**config.mk**
```make
export PLATFORM = sky130hd
export DESIGN_NAME = pid_controller_antiwindup
export DESIGN_NICKNAME = d
export VERILOG_FILES = /design/src/rtl/core/pidaw_pkg.sv /design/src/rtl/core/pidaw_cfg_regs.sv /design/src/rtl/core/pidaw_datapath.sv /design/src/rtl/core/pid_controller_antiwindup.sv
export SDC_FILE = /design/constraint.sdc
export NUM_CORES = 2
export LEC_CHECK = 0
export ABC_CLOCK_PERIOD_IN_PS = 32299
export BUFFER_PORTS_ARGS = -buffer_cell sky130_fd_sc_hd__buf_2
export CELL_PAD_IN_SITES_DETAIL_PLACEMENT = 2
export CELL_PAD_IN_SITES_GLOBAL_PLACEMENT = 2
export CORE_ASPECT_RATIO = 1.25
export CORE_UTILIZATION = 45
export CTS_CLUSTER_SIZE = 20
export DETAILED_ROUTE_END_ITERATION = 16
export HOLD_SLACK_MARGIN = 0.12
export PLACE_DENSITY_LB_ADDON = 0.1
export SLEW_MARGIN = 20
export SYNTH_ARGS = -nofsm -noshare
export SYNTH_HDL_FRONTEND = slang
export SYNTH_SLANG_ARGS = --single-unit
```
**constraint.sdc**
```tcl
create_clock -name clk -period 32.3 [get_ports clk]
set_input_delay 9.69 -clock clk [delete_from_list [all_inputs] [get_ports clk]]
set_output_delay 9.69 -clock clk [all_outputs]
set_load 0.02 [all_outputs]
```
**src/rtl/core/pidaw_pkg.sv**
```systemverilog
// pidaw_pkg: shared types and constants for the PID controller with anti-windup.
// Holds the configuration record, result record, register indexes and Q0.16 gains.
// No dependencies; used by every module under rtl/core.
package pidaw_pkg;

  // Default accumulator width for the integral term
  localparam int IntegralWidthDef = 32;

  // Q0.16 gains: 0.3, 0.07 and 0.2
  localparam logic signed [15:0] GainP = 16'sd19661;
  localparam logic signed [15:0] GainI = 16'sd4588;
  localparam logic signed [15:0] GainD = 16'sd13107;

  // Reset values of the output limits
  localparam logic signed [15:0] OutMinRst = 16'sh8000;
  localparam logic signed [15:0] OutMaxRst = 16'sh7fff;

  // Configuration register indexes
  typedef enum logic [1:0] {
    CFG_TARGET   = 2'd0,
    CFG_DEADZONE = 2'd1,
    CFG_OUT_MIN  = 2'd2,
    CFG_OUT_MAX  = 2'd3
  } cfg_index_t;

  // Configuration register contents
  typedef struct packed {
    logic signed [15:0] target;
    logic        [14:0] deadzone;
    logic signed [15:0] out_min;
    logic signed [15:0] out_max;
  } cfg_t;

  // Per-item result from the datapath
  typedef struct packed {
    logic signed [15:0] drive;
    logic               clamped;
    logic               in_dz;
  } res_t;

endpackage

```
**src/rtl/core/pidaw_cfg_regs.sv**
```systemverilog
// pidaw_cfg_regs: configuration register file (target, deadzone, limits).
// Decodes writes from the cfg channel by register index.
// Depends on pidaw_pkg.
module pidaw_cfg_regs (
  input  logic               clk,
  input  logic               rst_n,
  input  logic               wr_en,
  input  logic [1:0]         wr_index,
  input  logic [15:0]        wr_data,
  output pidaw_pkg::cfg_t    cfg
);

  pidaw_pkg::cfg_t cfg_r;

  // Register write decode
  always_ff @(posedge clk) begin
    if (!rst_n) begin
      cfg_r.target   <= '0;
      cfg_r.deadzone <= '0;
      cfg_r.out_min  <= pidaw_pkg::OutMinRst;
      cfg_r.out_max  <= pidaw_pkg::OutMaxRst;
    end else if (wr_en) begin
      unique case (pidaw_pkg::cfg_index_t'(wr_index))
        pidaw_pkg::CFG_TARGET:   cfg_r.target   <= wr_data;
        pidaw_pkg::CFG_DEADZONE: cfg_r.deadzone <= wr_data[14:0];
        pidaw_pkg::CFG_OUT_MIN:  cfg_r.out_min  <= wr_data;
        pidaw_pkg::CFG_OUT_MAX:  cfg_r.out_max  <= wr_data;
      endcase
    end
  end

  assign cfg = cfg_r;

endmodule

```
**src/rtl/core/pidaw_datapath.sv**
```systemverilog
// pidaw_datapath: single-pass PID arithmetic for one error sample.
// Dead zone test, conditional integration, gain sum, truncation and clamp.
// Depends on pidaw_pkg.
module pidaw_datapath #(
  parameter int INTEGRAL_WIDTH = pidaw_pkg::IntegralWidthDef
) (
  input  logic signed [15:0]               error,
  input  pidaw_pkg::cfg_t                  cfg,
  input  logic signed [INTEGRAL_WIDTH-1:0] integral,
  input  logic signed [15:0]               prev_error,
  input  logic signed [15:0]               prev_drive,
  input  logic                             clamp_flag,
  output pidaw_pkg::res_t                  res,
  output logic signed [INTEGRAL_WIDTH-1:0] integral_nxt
);

  localparam int IntExtWidth = INTEGRAL_WIDTH + 1;
  localparam int SumWidth    = INTEGRAL_WIDTH + 17;
  localparam int QWidth      = SumWidth - 16;

  localparam logic signed [INTEGRAL_WIDTH-1:0] IntMax = {1'b0, {(INTEGRAL_WIDTH-1){1'b1}}};
  localparam logic signed [INTEGRAL_WIDTH-1:0] IntMin = {1'b1, {(INTEGRAL_WIDTH-1){1'b0}}};

  logic signed [16:0]               err_ext;
  logic signed [16:0]               mag;
  logic                             in_dz;
  logic signed [16:0]               deriv;
  logic                             hold;
  logic signed [IntExtWidth-1:0]    isum;
  logic signed [INTEGRAL_WIDTH-1:0] isat;
  logic signed [INTEGRAL_WIDTH-1:0] integ_use;
  logic signed [SumWidth-1:0]       term_p;
  logic signed [SumWidth-1:0]       term_i;
  logic signed [SumWidth-1:0]       term_d;
  logic signed [SumWidth-1:0]       sum;
  logic signed [SumWidth-1:0]       bias;
  logic signed [SumWidth-1:0]       sum_adj;
  logic signed [QWidth-1:0]         q;
  logic signed [QWidth-1:0]         min_ext;
  logic signed [QWidth-1:0]         max_ext;
  logic signed [15:0]               pid_drive;
  logic                             pid_clamped;

  // Dead zone: |error| <= deadzone
  assign err_ext = 17'(error);
  assign mag     = error[15] ? -err_ext : err_ext;
  assign in_dz   = (mag <= $signed({2'b00, cfg.deadzone}));

  assign deriv = 17'(error) - 17'(prev_error);

  // Integration is held while the last result was clamped and the previous drive
  // and the integral share a nonzero sign
  assign hold = clamp_flag && (prev_drive != '0) && (integral != '0) &&
                (prev_drive[15] == integral[INTEGRAL_WIDTH-1]);

  // Saturating accumulate
  assign isum = IntExtWidth'(integral) + IntExtWidth'(error);
  always_comb begin
    if (isum[IntExtWidth-1] != isum[IntExtWidth-2]) begin
      isat = isum[IntExtWidth-1] ? IntMin : IntMax;
    end else begin
      isat = isum[INTEGRAL_WIDTH-1:0];
    end
  end
  assign integ_use    = hold ? integral : isat;
  assign integral_nxt = in_dz ? integral : integ_use;

  // Gain sum, constant multiplies
  assign term_p = SumWidth'(error)     * SumWidth'(pidaw_pkg::GainP);
  assign term_i = SumWidth'(integ_use) * SumWidth'(pidaw_pkg::GainI);
  assign term_d = SumWidth'(deriv)     * SumWidth'(pidaw_pkg::GainD);
  assign sum    = term_p + term_i + term_d;

  // Divide by 2^16, rounding toward zero
  assign bias    = sum[SumWidth-1] ? SumWidth'(65535) : '0;
  assign sum_adj = sum + bias;
  assign q       = QWidth'(sum_adj >>> 16);

  // Clamp: low limit checked first, so reversed limits favor out_min
  assign min_ext = QWidth'(cfg.out_min);
  assign max_ext = QWidth'(cfg.out_max);
  always_comb begin
    priority if (q < min_ext) begin
      pid_drive   = cfg.out_min;
      pid_clamped = 1'b1;
    end else if (q > max_ext) begin
      pid_drive   = cfg.out_max;
      pid_clamped = 1'b1;
    end else begin
      pid_drive   = q[15:0];
      pid_clamped = 1'b0;
    end
  end

  assign res.drive   = in_dz ? cfg.target : pid_drive;
  assign res.clamped = in_dz ? 1'b0 : pid_clamped;
  assign res.in_dz   = in_dz;

endmodule

```
**src/rtl/core/pid_controller_antiwindup.sv**
```systemverilog
// pid_controller_antiwindup: top level of the PID controller with anti-windup.
// Depends on pidaw_pkg, pidaw_cfg_regs and pidaw_datapath.
//
// Usage:
//  - Input channel (in_valid/in_ready/in_error) carries one control error per
//    transaction. Output channel (out_valid/out_ready/out_drive/out_clamped)
//    returns exactly one clamped drive per input transaction, in order.
//  - Config channel (cfg_valid/cfg_ready/cfg_index/cfg_data) writes target,
//    deadzone, out_min and out_max; cfg_ready is always high. Write only while
//    no transaction is in flight.
//  - Path: an accepted error is held in the input register, and its result is
//    loaded into the output register when that register is empty or drains.
//  - Throughput: one transaction per cycle while out_ready is high. Integral,
//    previous drive and (outside the dead zone) previous error and clamp flag
//    update in the cycle the result is formed, so the next sample sees them at once.
//  - Reset (rst_n low, synchronous) clears the state to zero, the limits to
//    full range, and empties both registers.
//  - When out_ready is low, the output register holds; one more error can be
//    taken into the input register, after which in_ready drops.
module pid_controller_antiwindup #(
  parameter int INTEGRAL_WIDTH = pidaw_pkg::IntegralWidthDef
) (
  input  logic               clk,
  input  logic               rst_n,
  input  logic               in_valid,
  output logic               in_ready,
  input  logic signed [15:0] in_error,
  output logic               out_valid,
  input  logic               out_ready,
  output logic signed [15:0] out_drive,
  output logic               out_clamped,
  input  logic               cfg_valid,
  output logic               cfg_ready,
  input  logic [1:0]         cfg_index,
  input  logic [15:0]        cfg_data
);

  pidaw_pkg::cfg_t                  cfg;
  pidaw_pkg::res_t                  res;
  logic signed [INTEGRAL_WIDTH-1:0] integral_nxt;

  logic                             in_valid_r;
  logic signed [15:0]               error_r;
  logic                             out_valid_r;
  logic signed [15:0]               out_drive_r;
  logic                             out_clamped_r;
  logic signed [INTEGRAL_WIDTH-1:0] integral_r;
  logic signed [15:0]               prev_error_r;
  logic signed [15:0]               prev_drive_r;
  logic                             clamp_flag_r;
  logic                             advance;
  logic                             step;

  assign cfg_ready = 1'b1;

  pidaw_cfg_regs u_cfg_regs (
    .clk      (clk),
    .rst_n    (rst_n),
    .wr_en    (cfg_valid),
    .wr_index (cfg_index),
    .wr_data  (cfg_data),
    .cfg      (cfg)
  );

  pidaw_datapath #(
    .INTEGRAL_WIDTH (INTEGRAL_WIDTH)
  ) u_datapath (
    .error        (error_r),
    .cfg          (cfg),
    .integral     (integral_r),
    .prev_error   (prev_error_r),
    .prev_drive   (prev_drive_r),
    .clamp_flag   (clamp_flag_r),
    .res          (res),
    .integral_nxt (integral_nxt)
  );

  // Handshake: output register drains or is empty, input register refills
  assign advance  = !out_valid_r || out_ready;
  assign in_ready = !in_valid_r || advance;
  assign step     = advance && in_valid_r;

  // Input register
  always_ff @(posedge clk) begin
    if (!rst_n) begin
      in_valid_r <= 1'b0;
    end else if (in_ready) begin
      in_valid_r <= in_valid;
    end
  end

  always_ff @(posedge clk) begin
    if (in_valid && in_ready) begin
      error_r <= in_error;
    end
  end

  // Output register
  always_ff @(posedge clk) begin
    if (!rst_n) begin
      out_valid_r <= 1'b0;
    end else if (advance) begin
      out_valid_r <= in_valid_r;
    end
  end

  always_ff @(posedge clk) begin
    if (step) begin
      out_drive_r   <= res.drive;
      out_clamped_r <= res.clamped;
    end
  end

  // Controller state; error and clamp flag kept only outside the dead zone
  always_ff @(posedge clk) begin
    if (!rst_n) begin
      integral_r   <= '0;
      prev_error_r <= '0;
      prev_drive_r <= '0;
      clamp_flag_r <= 1'b0;
    end else if (step) begin
      integral_r   <= integral_nxt;
      prev_drive_r <= res.drive;
      if (!res.in_dz) begin
        prev_error_r <= error_r;
        clamp_flag_r <= res.clamped;
      end
    end
  end

  assign out_valid   = out_valid_r;
  assign out_drive   = out_drive_r;
  assign out_clamped = out_clamped_r;

  // Dead zone items leave the integral untouched
  a_dz_hold: assert property (@(posedge clk) disable iff (!rst_n)
    (step && res.in_dz) |=> $stable(integral_r))
    else $error("integral changed on a dead zone transaction");

  // Kept state matches the result just issued
  a_state_tracks: assert property (@(posedge clk) disable iff (!rst_n)
    (step && !res.in_dz) |=> (clamp_flag_r == out_clamped_r) &&
                             (prev_drive_r == out_drive_r))
    else $error("clamp flag or previous drive out of step with result");

  // A clamped result sits on one of the limits
  a_clamp_limit: assert property (@(posedge clk) disable iff (!rst_n)
    (out_valid_r && out_clamped_r) |->
      (out_drive_r == cfg.out_min) || (out_drive_r == cfg.out_max))
    else $error("clamped drive is not at a limit");

  // An empty output register never blocks the input side
  a_no_bubble_stall: assert property (@(posedge clk) disable iff (!rst_n)
    !out_valid_r |-> in_ready)
    else $error("input stalled with empty output register");

endmodule

```
# Yosys cells after proc, flatten, opt, wreduce, memory -nomap -nowiden
# Index checks and enable logic that the tools add are counted.
word_totals:
  regBits: 163
  output_inout_bits: 20
  word_cells: 59
classes:
  n_addsub: 6
  n_eq_ne: 5
  mux: 11
  n_mul: 3
  bitwise_logic: 1
  order_cmp: 3
  reduce_logical: 17
op_table:
  columns: ["op", "n"]
  rows:
  - ["49-bit adder", 3]
  - ["32-bit two-way mux", 3]
  - ["16-bit two-way mux", 4]
  - ["32-bit by 12-bit multiplier with 44-bit output, second input constant", 1]
  - ["32-bit by 16-bit adder with 33-bit output", 1]
  - ["33-bit by 16-bit > comparator with 1-bit output", 1]
  - ["33-bit by 16-bit less-than comparator with 1-bit output", 1]
  - ["16-bit by 16-bit multiplier with 32-bit output, second input constant", 1]
  - ["17-bit by 15-bit multiplier with 32-bit output, second input constant", 1]
  - ["32-bit nonzero test", 1]
  - ["17-bit by 16-bit less-or-equal comparator with 1-bit output", 1]
  - ["17-bit two-way mux", 1]
  - ["16-bit negator with 17-bit output", 1]
  - ["16-bit by 16-bit subtractor with 17-bit output", 1]
  - ["16-bit nonzero test", 1]
  - ["2-bit AND reduction", 5]
  - ["1-bit logical AND", 5]
  - ["2-bit == test, second input constant", 2]
  - ["1-bit two-way mux", 3]
  - ["2-bit by 1-bit == test with 1-bit output, second input constant", 1]
  - ["1-bit zero test", 2]
  - ["2-bit zero test", 1]
  - ["1-bit logical OR", 2]
  - ["1-bit == test", 1]
  - ["other kinds (2)", 2]

# Depth between registers and ports, before layout
depth:
  ltp_word: 14
  depth_mapped: 77
  depth_no_buf: 72

# Modules after synthesis
# From an unflattened synthesis, not the netlist that was laid out.
hier_totals:
  cells_unflattened: 3913
  hier_area_um2: 35270.1
modules_own_cells:
  columns: ["mod", "seq_area_each_um2", "area_per_inst_um2", "instances", "cells_each"]
  rows:
  - ["pidaw_datapath", 0.0, 29044.1, 1, 3337]
  - ["pid_controller_antiwindup", 2332.2, 3686.0, 1, 328]
  - ["pidaw_cfg_regs", 1261.2, 2539.9, 1, 248]

# Least setup slack after synthesis
# Ideal clock, no wire load.
synth_path:
  path_type: "input to output"
  from: "in out_ready"
  to: "out in_ready"
  t_arrival_ns: 10.042
  cell_stages: 2
  n_path_buf: 0
  t_required_ns: 22.610
  path_slack_ns: 12.568
  path_cell_list: "nor2b_1 nand2_1"
synth_between:
  elab_chain_cells: 2
synth_lines:
  columns: ["item", "line_no", "text"]
  rows:
  - ["from (decl)", "pid_controller_antiwindup.sv:29", "input logic out_ready,"]
  - ["1-bit logical OR", "pid_controller_antiwindup.sv:79", "assign advance = !out_valid_r || out_ready;"]
  - ["1-bit logical OR", "pid_controller_antiwindup.sv:80", "assign in_ready = !in_valid_r || advance;"]
  - ["to (decl)", "pid_controller_antiwindup.sv:26", "output logic in_ready,"]
# No other way between the ends.

==> out/summary.txt <==
EDFF count, synth: 33
Status: complete, no violations
Die area: 74300 um^2
Setup TNS Final: 0 ns
Worst Hold Class: flip-flop to flip-flop
WL/cell: 26.7 um
GRT Util Overall: 35.1%
Max Freq: 46.7 MHz
Setup bufs post-CTS: 0
Initial DRC count: 1049
Initial Utilization: 45.6%
Area leader, netlist: fa_1
Core area: 72300 um^2
Cts repair resizes: 0
Initial antenna violation count: 0
Gr ovfl total: 0
HPWL Detailed: 108000 um
Most common cell after layout, fill and taps aside: inv_1
Top_reg_cell synth: dfxtp_1
Layout cells sized above 1: 5.34%
First-pass GRT wire length: 198000 um
Global placement routability congestion: 0.893
Slew Viols, Final: 0
Number of buffer cells added on primary ports: 57
Syn nets: 4796
Area Growth Syn to Fin: 6.34%
Data required, critical path: 32.77 ns
Crit path max fanout: 20
Routed Antenna Nets: 0
TritonCTS clock tree: built
Fin crit share: 66.2%
Detailed Route WL: 128000 um
Max incr delay on CP: 0.76 ns
Chip Width: 244 um
Register area share after synthesis: 10.9%
Reg2reg start: error_r[0]
Synthesized instance count: 3803
First-pass iteration count of the detailed router: 5
Final nets: 4835
Reg2reg setup slack: 10.90 ns
R2r endpoint: prev_drive_r[15]
Slowest-stage cell, CP: edfxtp_1
Mapped Area: 33000 um^2
FF-to-FF path depth: 68
Root Buffer: clkbuf_16
Crit path capture type: flip-flop
Area contributors post-synth: fa_1, ha_1, dfxtp_1
Sink Count: 163
Arrival time worst endpoint: 21.87 ns
Post-synthesis area per instance: 8.67 um^2
Antenna Diode Count: 0
Clock skew: 0.0169 ns
Routed vias/inst: 5.88
Cell Rows: 110
Clock slew at reported path FFs: 0.09 ns
Setup Viol. Count Final: 0
FF+latch count, synth: 163
Worst slew pin tran: 1.18 ns
CTS hold repair buffers: 0
Async S/R FF share, synth: 0%
CP startpoint: error_r[0]
RSZ-0062 raised after global routing: false
CTS max path bufs: 2
Die boundary height: 305 um
Yosys top cell area share: 23.1%
Vias: 28.3k
Critical path capture point: prev_drive_r[15]
Ys Warns: 0
Cells on Worst Hold Path: 2
Startpoint types: flip-flop
Most frequent cells in the layout: inv_1, ha_1, fa_1
CTS H-tree depth: 4
CTS Buf Count: 17
Largest net degree at the start of global routing: 82
Worst-Skew Late Latency: 0.53 ns
Max_cap viols: 0
Slew HR: 20.3%
Most used cell, CP: ha_1
Count of different cell masters after synthesis: 102
I/O Pins: 59
Min Tclk post-route: 21.40 ns
Vias in the first global route: 33.1k
Endpoints failing hold: 0
CP Class: flip-flop to flip-flop
Residual DRC: 0
## cell families (layout without fill, tap and decap cells)
kind of cell | count (synthesis) | in the layout | synth area share (%)
XOR/XNOR | 212 | 212 | 5.63
other | 2 | 2 | 0.0228
flip-flops | 163 | 163 | 10.9
adder cells (fa/ha/maj) | 965 | 965 | 45.2
buffers and inverters | 736 | 788 | 8.44
AND/OR/NAND/NOR | 883 | 883 | 12.8
multiplexers | 20 | 20 | 0.626
AO/OA/AOI/OAI | 822 | 822 | 16.4
## sequential cells by signal, summed over array words and instances, names as in the netlist
register        count
u_cfg_regs.cfg     63
integral_r         32
error_r            16
out_drive          16
prev_drive_r       16
prev_error_r       16
clamp_flag_r        1
in_valid_r          1
out_clamped         1
out_valid           1
## routing by layer
| layer | GRT usage, % | wire [um] |
|---|---|---|
| met5 | 0 | 0 |
| met4 | 15.1 | 5540 |
| met1 | 40.6 | 52400 |
| met2 | 65.3 | 67400 |
| met3 | 3.02 | 2830 |
## worst min path at each step
| stage | end | startpoint |
|---|---|---|
| after global routing | prev_error_r[10] | prev_error_r[10] |
| after global placement | u_cfg_regs.cfg[47] | u_cfg_regs.cfg[47] |
| final | u_cfg_regs.cfg[21] | u_cfg_regs.cfg[21] |
| after floorplan | u_cfg_regs.cfg[47] | u_cfg_regs.cfg[47] |
| after detailed placement | u_cfg_regs.cfg[47] | u_cfg_regs.cfg[47] |
| after CTS | u_cfg_regs.cfg[34] | u_cfg_regs.cfg[34] |
## synthesized netlist by cell type (all sizes together), types with 7 or more instances
library cell	number
a221oi	9
or2	28
xnor2	154
nand2b	35
nor3b	9
a211o	9
clkbuf	62
nor2b	27
dfxtp	130
o31ai	16
o21bai	27
maj3	11
a31oi	23
a311oi	9
o21a	43
and4	9
o21ai	120
nor4	23
inv	660
nand4	34
buf	13
nor3	45
nand3	55
a211oi	26
nand2	323
xor2	58
nor2	209
or3	15
a21oi	285
and3	34
o2bb2ai	17
o211ai	40
a31o	14
and2	18
a21o	92
mux2i	15
fa	381
edfxtp	33
a21boi	10
o2111ai	7
ha	573
## through the flow
step | std cells | util [%] | worst slack [ns] | area (um^2) | hold WS, ns
after global placement | 4775 | 47.7 | 11.68 | 34500 | 0.442
final | 4807 | 48.5 | 10.90 | 35000 | 0.460
after global routing | 4807 | 48.5 | 9.41 | 35000 | 0.486
after CTS | 4807 | 48.5 | 10.48 | 35000 | 0.464
after detailed placement | 4775 | 47.7 | 10.59 | 34500 | 0.449
after floorplan | 3803 | - | 12.57 | 33000 | 0.432
## final cells by class
cell class | count | area [um^2]
fill | 7940 | 37200
multi-input combinational | 2904 | 26600
sequential | 163 | 3590
inverter | 661 | 2480
tap | 952 | 1190
timing repair buffer | 95 | 571
clock buffer | 19 | 443
clock inverter | 13 | 138
## critical path: cells and delay by family, from the launching register on
kind	cells	cell delay, ns
compound gates	32	10.06
flops	1	0.76
fa+ha+maj	12	4.66
simple gates	18	5.13
xor+xnor	1	0.15
buf+inv	5	0.50
Power is not shown: default switching activity piles up to over one toggle a cycle in this logic, so the estimate is an artifact.
